File: src/rtl/core/unique_tuple_id_assigner_assert.svh
// Assertion macros shared by the tuple labeling block.
// Each macro expects signals named clk and rst_n in the calling scope.
`ifndef UNIQUE_TUPLE_ID_ASSIGNER_ASSERT_SVH
`define UNIQUE_TUPLE_ID_ASSIGNER_ASSERT_SVH

// Same-cycle implication: cons must hold whenever ante holds.
`define UTIA_ASSERT_NOW(label, ante, cons, msg) \
    label: assert property (@(posedge clk) disable iff (!rst_n) (ante) |-> (cons)) \
        else $error(msg);

// Next-cycle implication: cons must hold in the cycle after ante.
`define UTIA_ASSERT_NEXT(label, ante, cons, msg) \
    label: assert property (@(posedge clk) disable iff (!rst_n) (ante) |=> (cons)) \
        else $error(msg);

`endif

File: src/rtl/core/utia_pkg.sv
`timescale 1ns / 1ps

package utia_pkg;

    // Table geometry
    localparam int CAPACITY   = 4096;
    localparam int MAX_LAYERS = 8;

    // Field widths
    localparam int VALUE_W = 32;
    localparam int ID_W    = 32;
    localparam int COUNT_W = 48;
    localparam int ROW_W   = MAX_LAYERS * VALUE_W;
    localparam int IDX_W   = $clog2(CAPACITY);
    localparam int FILL_W  = $clog2(CAPACITY + 1);
    localparam int LAY_W   = (MAX_LAYERS > 1) ? $clog2(MAX_LAYERS) : 1;
    localparam int NLAY_W  = $clog2(MAX_LAYERS + 1);

    // Configuration port
    localparam int CFG_IDX_W  = 4;
    localparam int CFG_DATA_W = 32;
    localparam int LAYCFG_W   = 4;

    localparam logic [CFG_IDX_W-1:0] REG_FIRST_ID    = CFG_IDX_W'(0);
    localparam logic [CFG_IDX_W-1:0] REG_LAYERS_USED = CFG_IDX_W'(1);

    localparam logic [LAYCFG_W-1:0] LAYERS_RESET = LAYCFG_W'(8);

    localparam logic [COUNT_W-1:0] COUNT_MAX = {COUNT_W{1'b1}};

    // Command codes
    localparam logic CMD_CLASSIFY = 1'b0;
    localparam logic CMD_READ     = 1'b1;

    typedef logic [ROW_W-1:0]  row_t;
    typedef logic [NLAY_W-1:0] nlay_t;

    // Clamp the layer count register to 1..MAX_LAYERS
    function automatic nlay_t active_layers(input logic [LAYCFG_W-1:0] v);
        nlay_t n;
        if (v == LAYCFG_W'(0)) begin
            n = NLAY_W'(1);
        end else if (32'(v) > MAX_LAYERS) begin
            n = NLAY_W'(MAX_LAYERS);
        end else begin
            n = NLAY_W'(v);
        end
        return n;
    endfunction

endpackage

File: src/rtl/core/utia_match.sv
`timescale 1ns / 1ps

module utia_match (
    input  utia_pkg::row_t  row,
    input  utia_pkg::row_t  key,
    input  utia_pkg::nlay_t n,
    output logic            hit
);

    // Compare the active layers of a stored row against the search key
    always_comb
    begin
        hit = 1'b1;
        for (int l = 0; l < utia_pkg::MAX_LAYERS; l++)
        begin
            if ((l < int'(n)) &&
                (row[l*utia_pkg::VALUE_W +: utia_pkg::VALUE_W] !=
                 key[l*utia_pkg::VALUE_W +: utia_pkg::VALUE_W]))
            begin
                hit = 1'b0;
            end
        end
    end

endmodule

File: config.mk
export PLATFORM = sky130hd
export DESIGN_NAME = utia_match
export DESIGN_NICKNAME = d
export VERILOG_FILES = /design/src/rtl/core/unique_tuple_id_assigner_assert.svh /design/src/rtl/core/utia_pkg.sv /design/src/rtl/core/utia_match.sv
export SDC_FILE = /design/constraint.sdc
export NUM_CORES = 1
export LEC_CHECK = 0
export BUFFER_PORTS_ARGS = -buffer_cell sky130_fd_sc_hd__buf_2
export CELL_PAD_IN_SITES_DETAIL_PLACEMENT = 0
export CELL_PAD_IN_SITES_GLOBAL_PLACEMENT = 1
export CORE_AREA = 3 3 200 202
export DETAILED_ROUTE_END_ITERATION = 6
export DIE_AREA = 0 0 203 205
export PLACE_DENSITY = 0.53
export SLEW_MARGIN = 0
export SYNTH_ARGS = -nofsm -noshare
export SYNTH_HDL_FRONTEND = slang
export SYNTH_SLANG_ARGS = --single-unit
File: constraint.sdc
create_clock -name vclk -period 3
set_input_delay 0.6 -clock vclk [all_inputs]
set_output_delay 0.6 -clock vclk [all_outputs]
set_load 0.01 [all_outputs]
## Word-level counts from Yosys, hierarchy flattened

Index checks and enable logic that the tools add are counted.

| cells by class | value |
|---|---|
| add/subtract/negate cells | 0 |
| $mul | 0 |
| div/mod/pow operators | 0 |
| magnitude comparators | 8 |
| eq/ne operators | 8 |
| shift operators | 0 |
| multiplexer cells | 8 |
| bitwise logic cells | 0 |
| reductions and logical operators | 8 |

Operator list:

| operator | number |
|---|---|
| inequality test 32 bit | 8 |
| less-than comparator 3 x 4 -> 1 bit, first input constant | 4 |
| logical AND 1 bit | 8 |
| less-than comparator 1 x 4 -> 1 bit, first input constant | 2 |
| less-than comparator 2 x 4 -> 1 bit, first input constant | 2 |
| 2-to-1 mux 1 bit | 8 |

| storage, ports and cells | value |
|---|---|
| register bits after elaboration | 0 |
| latch bits | 0 |
| RAM bits | 0 |
| ROM bits | 0 |
| input bits | 516 |
| output and inout port bits | 1 |
| logic and storage cells | 32 |
| memories kept | 0 |

## Logic depth before layout (Yosys ltp)

Gate-level depths: netlist of run 1.

| depth | value |
|---|---|
| depth in word-level cells | 10 |
| gate-level depth with buffers | 7 |

## Worst setup path before layout of run 1

No wires, ideal clock.

| timing | value |
|---|---|
| kind | input port to output port |
| start point | in key[17] |
| end point | out hit |
| arrival time | 1.960 ns |
| setup slack | 0.440 ns |
| stages | 7 |
| buffers on the path | 0 |
| cells stage by stage | xnor2_1 nand4_1 nor4_2 nand4_1 a21o_1 a222oi_1 a21boi_1 |

| on the way | value |
|---|---|
| longest elaborated chain between the ends | 10 |

RTL lines:

| what | line | text |
|---|---|---|
| start: declaration | utia_match.sv:5 | `input utia_pkg::row_t key,` |
| inequality test 32 bit | utia_match.sv:17 | `(row[l*utia_pkg::VALUE_W +: utia_pkg::VALUE_W] !=` |
| logical AND 1 bit | utia_match.sv:16 | `if ((l < int'(n)) &&` |
| 2-to-1 mux 1 bit (8 in a row) | utia_match.sv:16 |  |
| end: declaration | utia_match.sv:7 | `output logic hit` |

No other way between the ends.

## Worst setup path after layout of run 1

| timing | value |
|---|---|
| start point | in row[39] |
| end point | out hit |

| on the way | value |
|---|---|
| longest elaborated chain between the ends | 9 |

RTL lines:

| what | line | text |
|---|---|---|
| start: declaration | utia_match.sv:4 | `input utia_pkg::row_t row,` |
| inequality test 32 bit | utia_match.sv:17 |  |
| logical AND 1 bit | utia_match.sv:16 |  |
| 2-to-1 mux 1 bit (7 in a row) | utia_match.sv:16 |  |

No other way between the ends.

==> flow_results.xml, run 1 <==
<?xml version="1.0" encoding="UTF-8"?>
<metrics>
  <group name="timing">
    <metric name="setup_violations" unit="">1</metric>
    <metric name="slew-limit-headroom" unit="%">70.9</metric>
    <metric name="final_max_slew_viol_count" unit="">0</metric>
    <metric name="achievable-frequency" unit="MHz">323</metric>
    <metric name="final-hold-violation-count" unit="">0</metric>
    <metric name="unrepaired_setup_endpoints_after_global_routing" unit="">true</metric>
    <metric name="worst_pin_slew" unit="ps">432</metric>
    <metric name="setup_tns" unit="ps">-95.3</metric>
    <metric name="final_critical_path_setup_slack" unit="ps">-95.3</metric>
    <metric name="finalCriticalPeriod" unit="ps">3100</metric>
    <metric name="finalCritPeriodShare" unit="%">103</metric>
  </group>
  <group name="pwr">
    <metric name="vdd.ir_drop.worst" unit="mV">0.0383</metric>
    <metric name="power.switching_fraction" unit="%">39.1</metric>
    <metric name="pwr-share-seq" unit="%">0</metric>
    <metric name="static-leakage-power" unit="nW">2.95</metric>
    <metric name="clockPowerShare" unit="%">0</metric>
    <metric name="cellInternalPower" unit="W">0.000484</metric>
    <metric name="p_switching" unit="W">0.000311</metric>
    <metric name="power_density" unit="nW/um^2">124</metric>
    <metric name="combinational_group_share_of_total_power" unit="%">100.0</metric>
  </group>
  <group name="logic_synthesis">
    <metric name="synthesis.instances" unit="">353</metric>
    <metric name="per_instance_average_area_after_synthesis" unit="sq um">8.08</metric>
    <metric name="synthXorXnorAreaFrac" unit="%">78.6</metric>
    <metric name="yosysSeqAreaShare" unit="%">0</metric>
    <metric name="share_of_the_synthesized_area_in_the_top_cell_type" unit="%">59.0</metric>
    <metric name="mappedNetlistArea" unit="sq um">2850</metric>
    <metric name="yosysTopAreaCell" unit="">sky130_fd_sc_hd__xnor2_1</metric>
    <metric name="synth_top_family_by_area" unit="">XOR/XNOR gates</metric>
    <metric name="synth.top_cells.by_area" unit="">sky130_fd_sc_hd__xnor2_1, sky130_fd_sc_hd__xor2_1, sky130_fd_sc_hd__nand4_1, sky130_fd_sc_hd__nor4_1, sky130_fd_sc_hd__nor4_2</metric>
    <metric name="synth-compound-area-share" unit="%">1.76</metric>
    <metric name="post_synth_fa_ha_maj_area_fraction" unit="%">0</metric>
    <metric name="synth_nets" unit="">869</metric>
    <metric name="synth_cell_type_count" unit="">16</metric>
    <metric name="post_synth_and_or_nand_nor_area_fraction" unit="%">19.5</metric>
    <metric name="yosys_warnings" unit="">0</metric>
    <metric name="yosys-mux-area-fraction" unit="%">0</metric>
  </group>
  <group name="setup_path">
    <metric name="worstPathArrival" unit="ps">2500</metric>
    <metric name="setup.worst_path.start_class" unit="">input port</metric>
    <metric name="critPathMaxFanout" unit="">2</metric>
    <metric name="setup.worst_path.class" unit="">input port to primary output</metric>
    <metric name="worstPathRequired" unit="ps">2400</metric>
    <metric name="setup.worst_path.end_class" unit="">primary output</metric>
  </group>
  <group name="die">
    <metric name="floorplan.die.width" unit="um">203</metric>
    <metric name="core" unit="sq um">38500</metric>
    <metric name="die-height" unit="um">205</metric>
    <metric name="start_util" unit="%">7.41</metric>
    <metric name="placementRows" unit="">72</metric>
    <metric name="dieArea" unit="sq um">41600</metric>
    <metric name="boundaryPins" unit="">517</metric>
  </group>
  <group name="clocking">
    <metric name="cts_setup_buffers" unit="">0</metric>
    <metric name="hold_buffers" unit="">0</metric>
  </group>
  <group name="placement">
    <metric name="number_of_buffers_inserted_by_port_buffering" unit="">517</metric>
    <metric name="gp_congestion" unit="">0.876</metric>
    <metric name="post-place-cells" unit="">1409</metric>
    <metric name="dp_hpwl" unit="um">17800</metric>
  </group>
  <group name="global_routing">
    <metric name="met3_track_demand_over_resource_in_global_routing" unit="%">0.890</metric>
    <metric name="grt-ovfl-total" unit="">0</metric>
    <metric name="grt_use_met2" unit="%">16.0</metric>
    <metric name="grtUsageMet1" unit="%">8.31</metric>
    <metric name="first_global_vias" unit="">4686</metric>
    <metric name="groute.usage.overall" unit="%">7.65</metric>
    <metric name="grt_pass1_wl" unit="um">24400</metric>
    <metric name="initial_antenna_violation_count" unit="">0</metric>
    <metric name="grt_start_max_net_pins" unit="">5</metric>
    <metric name="gr-max-usage-layer" unit="">met2</metric>
  </group>
  <group name="routing">
    <metric name="route.detailed.drc" unit="">0</metric>
    <metric name="drtPass1Iterations" unit="">6</metric>
    <metric name="detail_route.iter0.violations" unit="">92</metric>
    <metric name="drt-wirelength-per-cell" unit="um">13.1</metric>
    <metric name="dr_total_vias" unit="">4525</metric>
    <metric name="finalWirelength" unit="um">18500</metric>
    <metric name="drt.antenna.violating_nets" unit="">0</metric>
    <metric name="route.detailed.vias_per_inst" unit="">3.21</metric>
  </group>
  <group name="cells_and_area">
    <metric name="finalNonFillerCells" unit="">1409</metric>
    <metric name="flops_and_latches" unit="">0</metric>
    <metric name="num-nets-final" unit="">1409</metric>
    <metric name="multiInputGateArea" unit="sq um">2950</metric>
    <metric name="footprint_of_the_flip_flops_and_latches" unit="sq um">0</metric>
    <metric name="drive_gt1_share" unit="%">62.3</metric>
    <metric name="clock_buffers" unit="">0</metric>
    <metric name="num-fill-cells" unit="">4390</metric>
    <metric name="num_antenna_cells" unit="">0</metric>
    <metric name="synthToLayoutAreaGrowth" unit="%">125</metric>
  </group>
  <group name="run">
    <metric name="cap_viol_max_count" unit="">0</metric>
  </group>
  <group name="status">
    <metric name="status" unit="">complete, but fails checks</metric>
    <metric name="violations" unit="">negative setup slack</metric>
  </group>
  <group name="hold_path">
    <metric name="holdCritPathClass" unit="">input port to primary output</metric>
  </group>
</metrics>
[what timing repair did]
item	4_1_cts	5_1_grt
hold endpoints to repair	0	0
gates cloned	0	0
pin swaps	7	14
gates resized for setup	11	14
setup endpoints to repair	1	1
[layer usage]
layer | up-vias | share of wire (%)
met4 | 0 | 1.5
met5 | - | 0
li1 | 2313 | -
met2 | 277 | 55
met3 | 12 | 8.2
met1 | 1923 | 35
[per-stage QoR]
step	hold slack (ps)	util [%]	setup slack, ps	total power (W)	instance area, sq um
2_1_floorplan	1360	-	440	0.000309	2850
3_5_place_dp	1580	16.2	-342	0.000783	6240
5_1_grt	1610	16.7	-204	0.000873	6400
3_3_place_gp	1590	16.2	-252	0.000779	6240
6_report	1580	16.7	-95.3	0.000795	6400
4_1_cts	1580	16.4	-166	0.000794	6310
[cells in the final DEF, fill, tap and decap left out, drive strengths merged]
cell type / n
a211oi: 1
a21boi: 1
a21o: 1
a21oi: 2
a222oi: 1
buf: 538
inv: 1
nand2: 4
nand4: 53
nor2: 1
nor3: 1
nor4: 29
o211ai: 1
or2: 1
xnor2: 192
xor2: 64
[synthesized netlist by cell type]
master and n:
sky130_fd_sc_hd__nor4_1 27, sky130_fd_sc_hd__nor3_1 1, sky130_fd_sc_hd__xor2_1 64, sky130_fd_sc_hd__a211oi_1 1, sky130_fd_sc_hd__a21oi_1 2, sky130_fd_sc_hd__a222oi_1 1, sky130_fd_sc_hd__nor4_2 2, sky130_fd_sc_hd__a21boi_1 1
sky130_fd_sc_hd__nand4_1 53, sky130_fd_sc_hd__xnor2_1 192, sky130_fd_sc_hd__o211ai_1 1, sky130_fd_sc_hd__a21o_1 1, sky130_fd_sc_hd__nor2_1 1, sky130_fd_sc_hd__inv_1 1, sky130_fd_sc_hd__nand2_1 4, sky130_fd_sc_hd__or2_2 1
[cells by family after synthesis]
family          Yosys count
buf+inv                   1
compound gates            7
simple gates             89
xor+xnor                256
[final timing paths]
kind,startpoint,to,slack (ps),cells past startpoint
setup / recovery,row[39],hit,-100,11
hold / removal,n[2],hit,1580,4
[final cells by class]
class                           count  share of cell area [%]
Inverter                            1                  0.0586
Timing Repair Buffer              538                    43.7
Multi-Input combinational cell    352                    46.1
Tap cell                          518                    10.1
[power groups by stage]
stage / registers [W] / logic [W] / clock network (W)
final: 0 / 0.000795 / 0
after global routing: 0 / 0.000873 / 0
after floorplan: 0 / 0.000309 / 0
after detailed placement: 0 / 0.000783 / 0
after global placement: 0 / 0.000779 / 0
after CTS: 0 / 0.000794 / 0
[worst max-delay path: stages]
cell                       delay, ps
sky130_fd_sc_hd__buf_6           100
sky130_fd_sc_hd__xnor2_2         140
sky130_fd_sc_hd__nand4_1         190
sky130_fd_sc_hd__nor4_2          320
sky130_fd_sc_hd__buf_4           160
sky130_fd_sc_hd__nand4_1         100
sky130_fd_sc_hd__buf_6           150
sky130_fd_sc_hd__a21o_1          150
sky130_fd_sc_hd__a222oi_1        240
sky130_fd_sc_hd__a21boi_2        190
sky130_fd_sc_hd__buf_4           140
Power figures use the tool's default switching activity.
==> inputs of run 2 (changes only) <==
--- a/config.mk
+++ b/config.mk
@@ -5,7 +5,7 @@
 export SDC_FILE = /design/constraint.sdc
 export NUM_CORES = 1
 export LEC_CHECK = 0
-export BUFFER_PORTS_ARGS = -buffer_cell sky130_fd_sc_hd__buf_2
+export BUFFER_PORTS_ARGS = -buffer_cell sky130_fd_sc_hd__buf_4
 export CELL_PAD_IN_SITES_DETAIL_PLACEMENT = 0
 export CELL_PAD_IN_SITES_GLOBAL_PLACEMENT = 1
 export CORE_AREA = 3 3 200 202
==> flow_results.xml, run 2 (synthesis results as in run 1) <==
<?xml version="1.0" encoding="UTF-8"?>
<metrics>
  <group name="status">
    <metric name="status" unit="">complete, but fails checks</metric>
    <metric name="violations" unit="">negative setup slack</metric>
  </group>
  <group name="cells_and_area">
    <metric name="num-nets-final" unit="">1407</metric>
    <metric name="clock_buffers" unit="">0</metric>
    <metric name="drive_gt1_share" unit="%">64.1</metric>
    <metric name="final_cell_mix" unit="">sky130_fd_sc_hd__buf_4, sky130_fd_sc_hd__xnor2_1, sky130_fd_sc_hd__xor2_1</metric>
    <metric name="num_antenna_cells" unit="">0</metric>
    <metric name="synthToLayoutAreaGrowth" unit="%">175</metric>
    <metric name="final_cell_area" unit="sq um">7840</metric>
    <metric name="flops_and_latches" unit="">0</metric>
    <metric name="layout.cells.most_common" unit="">sky130_fd_sc_hd__buf_4</metric>
    <metric name="footprint_of_the_flip_flops_and_latches" unit="sq um">0</metric>
  </group>
  <group name="routing">
    <metric name="drtPass1Iterations" unit="">6</metric>
    <metric name="detail_route.iter0.violations" unit="">68</metric>
    <metric name="drt-wirelength-per-cell" unit="um">14.4</metric>
    <metric name="route.detailed.vias_per_inst" unit="">3.21</metric>
    <metric name="route.detailed.drc" unit="">0</metric>
    <metric name="finalWirelength" unit="um">20300</metric>
    <metric name="drt.antenna.violating_nets" unit="">0</metric>
    <metric name="dr_total_vias" unit="">4520</metric>
  </group>
  <group name="setup_path">
    <metric name="setup.worst_path.end_class" unit="">primary output</metric>
    <metric name="timing.critical_path.slowest_stage_cell" unit="">sky130_fd_sc_hd__nor4_2</metric>
    <metric name="setup.worst_path.start_class" unit="">input port</metric>
    <metric name="critical_path.n_buffers_inverters" unit="">4</metric>
    <metric name="worstPathRequired" unit="ps">2400</metric>
    <metric name="worstPathArrival" unit="ps">2560</metric>
    <metric name="crit_path_frequent_cell" unit="">sky130_fd_sc_hd__buf_4</metric>
    <metric name="setup.worst_path.class" unit="">input port to primary output</metric>
    <metric name="critPathMaxFanout" unit="">2</metric>
    <metric name="biggest_cell_delay_along_the_critical_path" unit="ps">330</metric>
    <metric name="cp_top_delay_family" unit="">compound AO/OA/AOI/OAI gates</metric>
    <metric name="critical_path.cell_chain" unit="">buf_4, xnor2_2, nand4_1, nor4_2, buf_4, nand4_1, buf_6, a21o_1, a222oi_1, a21boi_2, buf_4</metric>
  </group>
  <group name="global_routing">
    <metric name="groute.usage.overall" unit="%">8.59</metric>
    <metric name="initial_antenna_violation_count" unit="">0</metric>
    <metric name="grt_start_max_net_pins" unit="">5</metric>
    <metric name="first_global_vias" unit="">5059</metric>
    <metric name="grt-ovfl-total" unit="">0</metric>
    <metric name="grt_pass1_wl" unit="um">27400</metric>
  </group>
  <group name="pwr">
    <metric name="p_switching" unit="W">0.000320</metric>
    <metric name="static-leakage-power" unit="nW">3.52</metric>
    <metric name="pwr-share-seq" unit="%">0</metric>
    <metric name="combinational_group_share_of_total_power" unit="%">100.0</metric>
    <metric name="fin_total_pwr" unit="W">0.00101</metric>
    <metric name="power_density" unit="nW/um^2">129</metric>
    <metric name="cellInternalPower" unit="W">0.000687</metric>
    <metric name="vdd.ir_drop.worst" unit="mV">0.0410</metric>
    <metric name="power.switching_fraction" unit="%">31.8</metric>
    <metric name="clockPowerShare" unit="%">0</metric>
  </group>
  <group name="timing">
    <metric name="finalCritPeriodShare" unit="%">105</metric>
    <metric name="slew-limit-headroom" unit="%">59.9</metric>
    <metric name="unrepaired_setup_endpoints_after_global_routing" unit="">true</metric>
    <metric name="final-hold-violation-count" unit="">0</metric>
    <metric name="achievable-frequency" unit="MHz">317</metric>
    <metric name="final_max_slew_viol_count" unit="">0</metric>
    <metric name="final_critical_path_setup_slack" unit="ps">-159</metric>
    <metric name="setup_violations" unit="">1</metric>
    <metric name="worst_pin_slew" unit="ps">596</metric>
    <metric name="finalCriticalPeriod" unit="ps">3160</metric>
  </group>
  <group name="placement">
    <metric name="dp_hpwl" unit="um">19300</metric>
    <metric name="number_of_buffers_inserted_by_port_buffering" unit="">517</metric>
    <metric name="gp_congestion" unit="">0.801</metric>
    <metric name="post_dp_cell_area" unit="sq um">7520</metric>
  </group>
  <group name="die">
    <metric name="die-height" unit="um">205</metric>
    <metric name="boundaryPins" unit="">517</metric>
    <metric name="dieArea" unit="sq um">41600</metric>
    <metric name="placementRows" unit="">72</metric>
    <metric name="core" unit="sq um">38500</metric>
    <metric name="start_util" unit="%">7.41</metric>
    <metric name="floorplan.die.width" unit="um">203</metric>
  </group>
  <group name="clocking">
    <metric name="hold_buffers" unit="">0</metric>
  </group>
  <group name="run">
    <metric name="cap_viol_max_count" unit="">0</metric>
  </group>
  <group name="hold_path">
    <metric name="holdCritPathClass" unit="">input port to primary output</metric>
  </group>
</metrics>
run 2: final cells by class:
type	count	area, sq um
fillers	4267	30600
repair buffers	536	4100
multi-input cells	352	3090
well taps	518	648
inverters	1	3.75
run 2: path summary, 6_finish.rpt:
path	startpoint	to	slack [ps]	cells past startpoint
max	key[10]	hit	-160	11
min	n[2]	hit	1570	4
run 2: tightest hold or removal path: cells and delay by family:
kind | cells | cell delay, ps
buf+inv | 2 | 220
simple gates | 1 | 100
compound gates | 1 | 50
run 2: power by group through the flow:
| stage | registers, W | logic, W | clock network, W |
|---|---|---|---|
| floorplan | 0 | 0.000309 | 0 |
| global placement | 0 | 0.000967 | 0 |
| detailed placement | 0 | 0.000972 | 0 |
| CTS | 0 | 0.00102 | 0 |
| global route | 0 | 0.00109 | 0 |
| finish | 0 | 0.00101 | 0 |
run 2: metrics by stage:
stage / utilization [%] / hold slack, ps / instances / setup slack (ps) / TNS (ps)
finish: 20.4 / 1570 / 1407 / -159 / -159
global route: 20.4 / 1600 / 1407 / -405 / -405
CTS: 20.3 / 1580 / 1407 / -240 / -240
detailed placement: 19.5 / 1590 / 1406 / -400 / -400
global placement: 19.5 / 1600 / 1406 / -374 / -374
floorplan: - / 1360 / 353 / 440 / 0
run 2: metal layers:
metal  part of all wire [%]  vias up  global-route usage (%)
met2                     56      265                    17.9
met3                    7.9       12                    1.51
met1                     35     1935                    9.14
li1                       -     2308                       -
met4                    1.1        0                   0.817
met5                      0        -                       0
run 2: timing repair:
| item | 4_1_cts | 5_1_grt |
|---|---|---|
| resized for setup | 48 | 4 |
| pin swaps | 32 | 5 |
| setup buffers | 1 | 0 |
| endpoints found under the setup margin | 1 | 1 |
==> inputs of run 3 (changes only) <==
--- a/config.mk
+++ b/config.mk
@@ -6,12 +6,13 @@
 export NUM_CORES = 1
 export LEC_CHECK = 0
 export BUFFER_PORTS_ARGS = -buffer_cell sky130_fd_sc_hd__buf_4
+export CAP_MARGIN = 20
 export CELL_PAD_IN_SITES_DETAIL_PLACEMENT = 0
 export CELL_PAD_IN_SITES_GLOBAL_PLACEMENT = 1
-export CORE_AREA = 3 3 200 202
+export CORE_AREA = 3 3 201 203
 export DETAILED_ROUTE_END_ITERATION = 6
-export DIE_AREA = 0 0 203 205
-export PLACE_DENSITY = 0.53
+export DIE_AREA = 0 0 204 206
+export PLACE_DENSITY = 0.51
 export SLEW_MARGIN = 0
 export SYNTH_ARGS = -nofsm -noshare
 export SYNTH_HDL_FRONTEND = slang
==> constraint.sdc (replaced) <==
create_clock -name vclk -period 3.39
set_input_delay 0.678 -clock vclk [all_inputs]
set_output_delay 0.678 -clock vclk [all_outputs]
set_load 0.01 [all_outputs]
==> flow_results.xml, run 3 (synthesis results as in run 1) <==
<?xml version="1.0" encoding="UTF-8"?>
<metrics>
  <group name="hold_path">
    <metric name="holdCritPathClass" unit="">input port to primary output</metric>
  </group>
  <group name="timing">
    <metric name="setup_tns" unit="ps">0</metric>
    <metric name="worst_pin_slew" unit="ps">573</metric>
    <metric name="achievable-frequency" unit="MHz">305</metric>
    <metric name="final_max_slew_viol_count" unit="">0</metric>
    <metric name="slew-limit-headroom" unit="%">61.5</metric>
    <metric name="unrepaired_setup_endpoints_after_global_routing" unit="">true</metric>
    <metric name="setup_violations" unit="">0</metric>
    <metric name="finalCriticalPeriod" unit="ps">3280</metric>
    <metric name="finalCritPeriodShare" unit="%">96.7</metric>
    <metric name="final-hold-violation-count" unit="">0</metric>
  </group>
  <group name="routing">
    <metric name="route.detailed.drc" unit="">0</metric>
    <metric name="drtPass1Iterations" unit="">4</metric>
    <metric name="dr_total_vias" unit="">4499</metric>
    <metric name="route.detailed.vias_per_inst" unit="">3.20</metric>
    <metric name="drt.antenna.violating_nets" unit="">0</metric>
    <metric name="drt-wirelength-per-cell" unit="um">14.6</metric>
    <metric name="finalWirelength" unit="um">20400</metric>
    <metric name="detail_route.iter0.violations" unit="">109</metric>
  </group>
  <group name="cells_and_area">
    <metric name="num_antenna_cells" unit="">0</metric>
    <metric name="num-fill-cells" unit="">4344</metric>
    <metric name="num-nets-final" unit="">1404</metric>
    <metric name="postLayoutCoreUtil" unit="%">19.7</metric>
    <metric name="clock_buffers" unit="">0</metric>
    <metric name="multiInputGateArea" unit="sq um">2970</metric>
    <metric name="synthToLayoutAreaGrowth" unit="%">167</metric>
    <metric name="final_cell_mix" unit="">sky130_fd_sc_hd__buf_4, sky130_fd_sc_hd__xnor2_1, sky130_fd_sc_hd__xor2_1</metric>
    <metric name="drive_gt1_share" unit="%">62.2</metric>
    <metric name="layout.cells.most_common" unit="">sky130_fd_sc_hd__buf_4</metric>
    <metric name="footprint_of_the_flip_flops_and_latches" unit="sq um">0</metric>
    <metric name="flops_and_latches" unit="">0</metric>
  </group>
  <group name="pwr">
    <metric name="cellInternalPower" unit="W">0.000585</metric>
    <metric name="power.switching_fraction" unit="%">32.3</metric>
    <metric name="pwr-share-seq" unit="%">0</metric>
    <metric name="combinational_group_share_of_total_power" unit="%">100.0</metric>
    <metric name="fin_total_pwr" unit="W">0.000864</metric>
    <metric name="power_density" unit="nW/um^2">113</metric>
    <metric name="static-leakage-power" unit="nW">3.37</metric>
    <metric name="clockPowerShare" unit="%">0</metric>
    <metric name="p_switching" unit="W">0.000279</metric>
    <metric name="vdd.ir_drop.worst" unit="mV">0.0389</metric>
  </group>
  <group name="setup_path">
    <metric name="worstPathRequired" unit="ps">2710</metric>
    <metric name="setup.worst_path.start_class" unit="">input port</metric>
    <metric name="setup.worst_path.class" unit="">input port to primary output</metric>
    <metric name="cp_top_delay_family" unit="">compound AO/OA/AOI/OAI gates</metric>
    <metric name="setup.worst_path.end_class" unit="">primary output</metric>
    <metric name="critical_path.n_buffers_inverters" unit="">3</metric>
    <metric name="worstPathArrival" unit="ps">2600</metric>
    <metric name="critPathMaxFanout" unit="">2</metric>
    <metric name="critical_path.cell_chain" unit="">buf_4, xnor2_1, nand4_1, nor4_2, buf_4, nand4_1, a21o_1, a222oi_1, a21boi_2, buf_6</metric>
    <metric name="biggest_cell_delay_along_the_critical_path" unit="ps">300</metric>
    <metric name="timing.critical_path.slowest_stage_cell" unit="">sky130_fd_sc_hd__a222oi_1</metric>
  </group>
  <group name="status">
    <metric name="status" unit="">finished, final reports clean</metric>
  </group>
  <group name="global_routing">
    <metric name="groute.usage.overall" unit="%">8.43</metric>
    <metric name="first_global_vias" unit="">4870</metric>
    <metric name="grt-ovfl-total" unit="">0</metric>
    <metric name="initial_antenna_violation_count" unit="">0</metric>
    <metric name="grt_start_max_net_pins" unit="">5</metric>
    <metric name="grt_pass1_wl" unit="um">26800</metric>
  </group>
  <group name="placement">
    <metric name="gp_congestion" unit="">0.791</metric>
    <metric name="dp_hpwl" unit="um">19800</metric>
    <metric name="number_of_buffers_inserted_by_port_buffering" unit="">517</metric>
  </group>
  <group name="die">
    <metric name="dieArea" unit="sq um">42000</metric>
    <metric name="start_util" unit="%">7.38</metric>
    <metric name="placementRows" unit="">72</metric>
    <metric name="floorplan.die.width" unit="um">204</metric>
    <metric name="die-height" unit="um">206</metric>
    <metric name="core" unit="sq um">38600</metric>
    <metric name="boundaryPins" unit="">517</metric>
  </group>
  <group name="clocking">
    <metric name="cts_setup_buffers" unit="">0</metric>
    <metric name="hold_buffers" unit="">0</metric>
  </group>
  <group name="run">
    <metric name="cap_viol_max_count" unit="">0</metric>
  </group>
</metrics>
[run 3: area by class of cell]
cell class	count	share of cell area, %
multi-input cells	352	38.9
inverters	1	0.0492
well taps	518	8.50
repair buffers	533	52.5
[run 3: power by group through the flow]
stage | combinational [W] | clock [W] | sequential [W]
floorplan | 0.000274 | 0 | 0
global placement | 0.000857 | 0 | 0
detailed placement | 0.000860 | 0 | 0
CTS | 0.000869 | 0 | 0
global route | 0.000936 | 0 | 0
finish | 0.000864 | 0 | 0
[run 3: worst paths after layout]
check  startpoint  endpoint  slack (ps)  cells past startpoint
max       key[45]       hit         110                     10
min          n[2]       hit        1730                      4
[run 3: per-layer routing]
layer / track usage (%) / vias to the layer above / wire length (um)
li1: - / 2302 / -
met4: 1.20 / 0 / 328
met3: 1.48 / 16 / 1750
met2: 17.3 / 267 / 11300
met1: 9.06 / 1914 / 7080
met5: 0 / - / 0
[run 3: what timing repair did]
action                                  CTS  global route
endpoints found under the setup margin    1             1
pin swaps                                 2             5
resized for setup                         6            12
[run 3: metrics by stage]
stage	worst slack, ps	instances	instance area [sq um]	hold slack [ps]
after CTS	19.4	1404	7540	1780
after global placement	-102	1404	7500	1780
after detailed placement	-112	1404	7500	1780
final	112	1404	7620	1730
after floorplan	674	353	2850	1510
after global routing	-43.3	1404	7620	1760
[run 3: tightest hold or removal path, stage by stage]
cell                       delay (ps)
sky130_fd_sc_hd__buf_4            100
sky130_fd_sc_hd__or2_2            110
sky130_fd_sc_hd__a21boi_2          50
sky130_fd_sc_hd__buf_6            120
